## src/ppba_pkg.sv

```systemverilog
// ----------------------------------------------------------------------------
// ppba_pkg
// Shared constants, types and helper functions of the page bitmap allocator.
// ----------------------------------------------------------------------------
`default_nettype none

package ppba_pkg;

    // Bitmap geometry.
    localparam int BITMAP_WORDS = 32768;
    localparam int WORD_BITS    = 32;
    localparam int BIT_IDX_W    = 5;
    localparam int PAGE_SHIFT   = 12;
    localparam int TOTAL_PAGES  = BITMAP_WORDS * WORD_BITS;

    // Word index, word count and free page count widths.
    localparam int WIDX_W = (BITMAP_WORDS > 1) ? $clog2(BITMAP_WORDS) : 1;
    localparam int WCNT_W = $clog2(BITMAP_WORDS + 1);
    localparam int CNT_W  = $clog2(TOTAL_PAGES + 1);

    // Page bound width: (33-bit byte sum) >> 12.
    localparam int PGX_W = 33 - PAGE_SHIFT;

    // Field widths.
    localparam int ADDR_W   = 32;
    localparam int LEN_W    = 32;
    localparam int RTYPE_W  = 8;
    localparam int FREE_W   = 21;
    localparam int CFG_W    = 16;
    localparam int S_DATA_W = 72;
    localparam int M_DATA_W = 56;
    localparam int M_PAD_W  = M_DATA_W - ADDR_W - FREE_W;

    localparam logic [WORD_BITS-1:0] FULL_WORD       = '1;
    localparam logic [RTYPE_W-1:0]   REGION_USABLE   = 8'd1;
    localparam logic [CFG_W-1:0]     LOW_WORDS_RESET = 16'd8;

    typedef enum logic [1:0] {
        KIND_ALLOC_HIGH = 2'd0,
        KIND_ALLOC_LOW  = 2'd1,
        KIND_FREE       = 2'd2,
        KIND_MARK       = 2'd3
    } kind_t;

    // Commands from the controller to the datapath.
    typedef struct packed {
        logic load;
        logic init_write;
        logic high_step;
        logic low_step;
        logic take;
        logic free_read;
        logic free_apply;
        logic mark_bounds;
        logic mark_limit;
        logic mark_setup;
        logic mark_read;
        logic mark_apply;
        logic emit;
    } ppba_cmd_t;

    // Status from the datapath to the controller.
    typedef struct packed {
        logic init_last;
        logic high_done;
        logic low_done;
        logic word_full;
        logic free_in_range;
        logic mark_usable;
        logic mark_empty;
        logic mark_last;
        logic out_room;
    } ppba_status_t;

    function automatic logic [2:0] pop4(input logic [3:0] v);
        return {2'b00, v[0]} + {2'b00, v[1]} + {2'b00, v[2]} + {2'b00, v[3]};
    endfunction

    // Population count as a sum of eight nibble counts.
    function automatic logic [5:0] pop32(input logic [31:0] v);
        logic [5:0] s;
        s = '0;
        for (int i = 0; i < 8; i++) begin
            s = s + {3'b000, pop4(v[4*i +: 4])};
        end
        return s;
    endfunction

    // Index of the lowest clear bit; the word must not be full.
    function automatic logic [BIT_IDX_W-1:0] low_zero_idx(input logic [31:0] w);
        logic [31:0]          inv;
        logic [31:0]          one;
        logic [BIT_IDX_W-1:0] idx;
        inv = ~w;
        one = inv & (~inv + 32'd1);
        idx = '0;
        for (int k = 0; k < BIT_IDX_W; k++) begin
            for (int i = 0; i < 32; i++) begin
                if (((i >> k) & 1) == 1) begin
                    idx[k] = idx[k] | one[i];
                end
            end
        end
        return idx;
    endfunction

endpackage

`default_nettype wire

```

## src/ppba_ctrl.sv

```systemverilog
// ----------------------------------------------------------------------------
// ppba_ctrl
// Controller state machine: sequences the bitmap fill pass, the scans,
// page free, region marking and the hand-off of each result.
// ----------------------------------------------------------------------------
`default_nettype none

module ppba_ctrl (
    input  wire logic                   clk,
    input  wire logic                   rst_n,
    input  wire logic                   in_valid,
    input  wire ppba_pkg::kind_t        in_kind,
    output logic                        in_ready,
    output ppba_pkg::ppba_cmd_t         cmd,
    input  wire ppba_pkg::ppba_status_t status
);
    import ppba_pkg::*;

    typedef enum logic [3:0] {
        ST_INIT,
        ST_IDLE,
        ST_H_STEP,
        ST_H_CHECK,
        ST_L_STEP,
        ST_L_CHECK,
        ST_F_READ,
        ST_F_CHECK,
        ST_M_BOUNDS,
        ST_M_LIMIT,
        ST_M_SETUP,
        ST_M_READ,
        ST_M_APPLY,
        ST_RESULT
    } state_t;

    state_t state_reg;
    state_t state_next;

    assign in_ready = (state_reg == ST_IDLE);

    always_comb
    begin
        state_next = state_reg;
        cmd        = '0;
        case (state_reg)
            ST_INIT:
            begin
                cmd.init_write = 1'b1;
                if (status.init_last)
                begin
                    state_next = ST_IDLE;
                end
            end
            ST_IDLE:
            begin
                if (in_valid)
                begin
                    cmd.load = 1'b1;
                    case (in_kind)
                        KIND_ALLOC_HIGH: state_next = ST_H_STEP;
                        KIND_ALLOC_LOW:  state_next = ST_L_STEP;
                        KIND_FREE:       state_next = ST_F_READ;
                        KIND_MARK:       state_next = ST_M_BOUNDS;
                        default:         state_next = ST_RESULT;
                    endcase
                end
            end
            ST_H_STEP:
            begin
                if (status.high_done)
                begin
                    state_next = ST_RESULT;
                end
                else
                begin
                    cmd.high_step = 1'b1;
                    state_next    = ST_H_CHECK;
                end
            end
            ST_H_CHECK:
            begin
                if (status.word_full)
                begin
                    state_next = ST_H_STEP;
                end
                else
                begin
                    cmd.take   = 1'b1;
                    state_next = ST_RESULT;
                end
            end
            ST_L_STEP:
            begin
                if (status.low_done)
                begin
                    state_next = ST_RESULT;
                end
                else
                begin
                    cmd.low_step = 1'b1;
                    state_next   = ST_L_CHECK;
                end
            end
            ST_L_CHECK:
            begin
                if (status.word_full)
                begin
                    state_next = ST_L_STEP;
                end
                else
                begin
                    cmd.take   = 1'b1;
                    state_next = ST_RESULT;
                end
            end
            ST_F_READ:
            begin
                if (status.free_in_range)
                begin
                    cmd.free_read = 1'b1;
                    state_next    = ST_F_CHECK;
                end
                else
                begin
                    state_next = ST_RESULT;
                end
            end
            ST_F_CHECK:
            begin
                cmd.free_apply = 1'b1;
                state_next     = ST_RESULT;
            end
            ST_M_BOUNDS:
            begin
                if (status.mark_usable)
                begin
                    cmd.mark_bounds = 1'b1;
                    state_next      = ST_M_LIMIT;
                end
                else
                begin
                    state_next = ST_RESULT;
                end
            end
            ST_M_LIMIT:
            begin
                cmd.mark_limit = 1'b1;
                state_next     = ST_M_SETUP;
            end
            ST_M_SETUP:
            begin
                if (status.mark_empty)
                begin
                    state_next = ST_RESULT;
                end
                else
                begin
                    cmd.mark_setup = 1'b1;
                    state_next     = ST_M_READ;
                end
            end
            ST_M_READ:
            begin
                cmd.mark_read = 1'b1;
                state_next    = ST_M_APPLY;
            end
            ST_M_APPLY:
            begin
                cmd.mark_apply = 1'b1;
                state_next     = status.mark_last ? ST_RESULT : ST_M_READ;
            end
            ST_RESULT:
            begin
                if (status.out_room)
                begin
                    cmd.emit   = 1'b1;
                    state_next = ST_IDLE;
                end
            end
            default:
            begin
                state_next = ST_IDLE;
            end
        endcase
    end

    always_ff @(posedge clk or negedge rst_n)
    begin
        if (!rst_n)
        begin
            state_reg <= ST_INIT;
        end
        else
        begin
            state_reg <= state_next;
        end
    end

endmodule

`default_nettype wire

```

## config.mk

```make
export PLATFORM = sky130hd
export DESIGN_NAME = ppba_ctrl
export DESIGN_NICKNAME = d
export VERILOG_FILES = /design/src/ppba_pkg.sv /design/src/ppba_ctrl.sv
export SDC_FILE = /design/constraint.sdc
export NUM_CORES = 1
export LEC_CHECK = 0
export ABC_AREA = 1
export BUFFER_PORTS_ARGS = -buffer_cell sky130_fd_sc_hd__clkbuf_2
export CAP_MARGIN = 20
export CORE_UTILIZATION = 40
export CTS_BUF_LIST = sky130_fd_sc_hd__clkbuf_8
export DETAILED_ROUTE_END_ITERATION = 10
export GPL_TIMING_DRIVEN = 0
export PLACE_DENSITY = 0.71
export SLEW_MARGIN = 20
export SYNTH_ARGS = -nofsm -noshare
export SYNTH_HDL_FRONTEND = slang
export SYNTH_SLANG_ARGS = --single-unit
```

## constraint.sdc

```tcl
create_clock -name clk -period 1.75 [get_ports clk]
set_clock_uncertainty 0.2 [all_clocks]
set_input_delay 0.0875 -clock clk [delete_from_list [all_inputs] [get_ports clk]]
set_output_delay 0.0875 -clock clk [all_outputs]
set_load 0.01 [all_outputs]
```

==> metrics <==
CP Capture Type=primary output; FF/Latch Area=100 um2; setup_tns=0 ns; worst-path cell with the longest stage delay=dfrtp_1; Max VDD drop=0.747 mV; DR iter-0 viols=6; vias in the first global route=620; Multi-input gate area=between 300 and 400 um2; Die Width=roughly 41 um; clock root buffer=clkbuf_8; Final period util=0.937; core area=between 1000 and 1500 um2; measured slew at the worst slew-check pin=0.288 ns; P&R area growth vs syn=35.4%; Placement Setup Slack=roughly 0.27 ns; top sig layer=met3; Slew headroom=0.808; Placement Cell Area=762 um2; Synth Area in XOR/XNOR=0; initial antenna violation count=0; gp weighted congestion=~0.79; Startpoint Class=register; Net Sw Power=about 0.65 mW; Remaining DRCs=0; synthesized instance count=around 110; Antenna Cells=0; main combinational cell family by area after synthesis=simple AND/OR/NAND/NOR gates; kind of critical path=register to primary output; #FFs+latches synth=4; Syn Nets=roughly 130; endpoints failing setup=0; min setup slack post-route=approximately 0.11 ns; max FFs per register=4; sequential share of the synthesized area=0.165; H-Tree Depth=1; Std-Cell Rows=13; Synth Area in Compound Gates=0.0432; Sw Share=0.529; gr ovfl total=0; min Tclk post-route=roughly 1.6 ns; PwrDens=1480 nW/um2; CP arrival=around 1.4 ns; first-pass GRT wire length=~2.3 mm; crit-path max cell delay=0.47 ns; Final ANT Viol Nets=0; Post-Route WL=1.44 mm; cell family with most CP delay=simple AND/OR/NAND/NOR gates; worst path cell trace=nor2_2, nand3_1, nand2_2, clkbuf_2; Detail Route met3 WL=~97 um; simple-gate share of the synthesized area=0.545; Combinational Power Share=0.674; Post-CTS Setup Bufs=0; mux cell area share after synthesis=0; First-pass DRT Iterations=4; HP Class=input pin to async pin; GRT Total Usage=0.208; I/O Buffers=27; post-cts resize count=0; Pint=approximately 0.57 mW; Max-cap violations=0; Slew Limit Fails=0; Post-Synth Adder-Cell Area=0.0617; YS warnings=0; Worst Path Buf+Inv=1; RSZ-0062 raised after global routing=no; total vias in the final route=just over 700; CP Max Fanout=7; CTS tree=done; hold_buf cts=2; Mapped Area=608 um2; share of cells above drive strength 1=0.343; full die area=1680 um2; R2R depth=8; Clock Tree Buf Depth=2; Clock power frac=0.158; CTS Buf Count=3; initial core utilization=0.450; WL/cell=approximately 9.1 um; Max Clock Freq=slightly above 600 MHz; endpoints failing hold=0; Leak=roughly 0.56 nW; most frequent cells in the layout=nand2_1, clkbuf_2, inv_1; Reg clk slew, reported paths=0.03 ns; outcome=finished clean; Met2 Routed Length=roughly 660 um; Flop pwr share=0.168; Finished Cell Area=823 um2; Yosys cell types=19; CP Data Required Time=roughly 1.5 ns; die height=just over 40 um; Mapped Avg Cell Area=about 5.5 um2; largest net degree at the start of global routing=9; post-detail-place hpwl=1.22 mm; fillers=~150; num ports=28; clk sinks=4; Via-to-Cell Ratio=about 4.6; nets=~160; Crit path depth=4; latest clock arrival within the worst-skew pair=approximately 0.22 ns; met1 WL=680 um
## per-layer routing
layer,track usage,vias up
met1,0.266,298
met5,0,-
met4,0.0250,0
met3,0.0326,0
met2,0.371,30
li1,-,396
## cells in the mapped netlist
cell,number,share of area
inv_2,6,0.037
nor2_1,17,0.10
buf_6,1,0.019
inv_1,19,0.12
nand2_4,1,0.019
dfrtp_1,4,0.16
nand3_1,10,0.082
a21oi_1,3,0.025
nand3_2,1,0.016
clkinv_1,2,0.012
o21ai_1,1,0.0082
nand3b_1,1,0.012
a31oi_1,1,0.010
nor2_2,5,0.051
nand2_2,4,0.041
nor2_4,1,0.019
ha_1,3,0.062
nand2_1,27,0.17
nor3_1,4,0.033
## cell type report
type | instances | area share
Tap cell | 15 | 0.0228
Timing Repair Buffer | 29 | 0.188
Clock buffer | 3 | 0.0502
Sequential cell | 4 | 0.122
Inverter | 27 | 0.123
Multi-Input combinational cell | 79 | 0.480
Buffer | 1 | 0.0137
## cells by family (layout without fill, tap and decap cells)
group | count (synthesis) | count (layout)
buffers and inverters | 28 | 60
AND/OR/NAND/NOR | 71 | 71
adder cells (fa/ha/maj) | 3 | 3
AO/OA/AOI/OAI | 5 | 5
flip-flops | 4 | 4
## power by group through the flow
stage	combinational (mW)	clock (mW)	sequential, mW
after CTS	0.823	0.194	0.204
after floorplan	0.618	0	0.194
after global routing	0.931	0.205	0.211
final	0.823	0.192	0.205
after global placement	0.813	0	0.203
after detailed placement	0.816	0	0.204
## through the flow
stage,total power [mW],utilization,hold slack (ns),instances
4_1_cts,1.22,0.610,0.0209,158
6_report,1.22,0.610,0.0111,158
3_3_place_gp,1.02,0.564,-0.308,153
3_5_place_dp,1.02,0.564,-0.305,153
5_1_grt,1.35,0.610,0.0213,158
2_1_floorplan,0.811,-,-0.408,111
## path summary, 6_finish.rpt
| path | startpoint | to | slack (ns) |
|---|---|---|---|
| min in group clk | status[1] | state_reg[1] | 0.02 |
| hold / removal | rst_n | state_reg[2] | 0.01 |
| max in group asynchronous | rst_n | state_reg[1] | 1.22 |
| setup reg to reg | state_reg[0] | state_reg[2] | 0.25 |
| setup / recovery | state_reg[3] | cmd[8] | 0.11 |
| hold reg to reg | state_reg[1] | state_reg[0] | 0.56 |
Note: power is estimated with default switching activity, not from simulation.
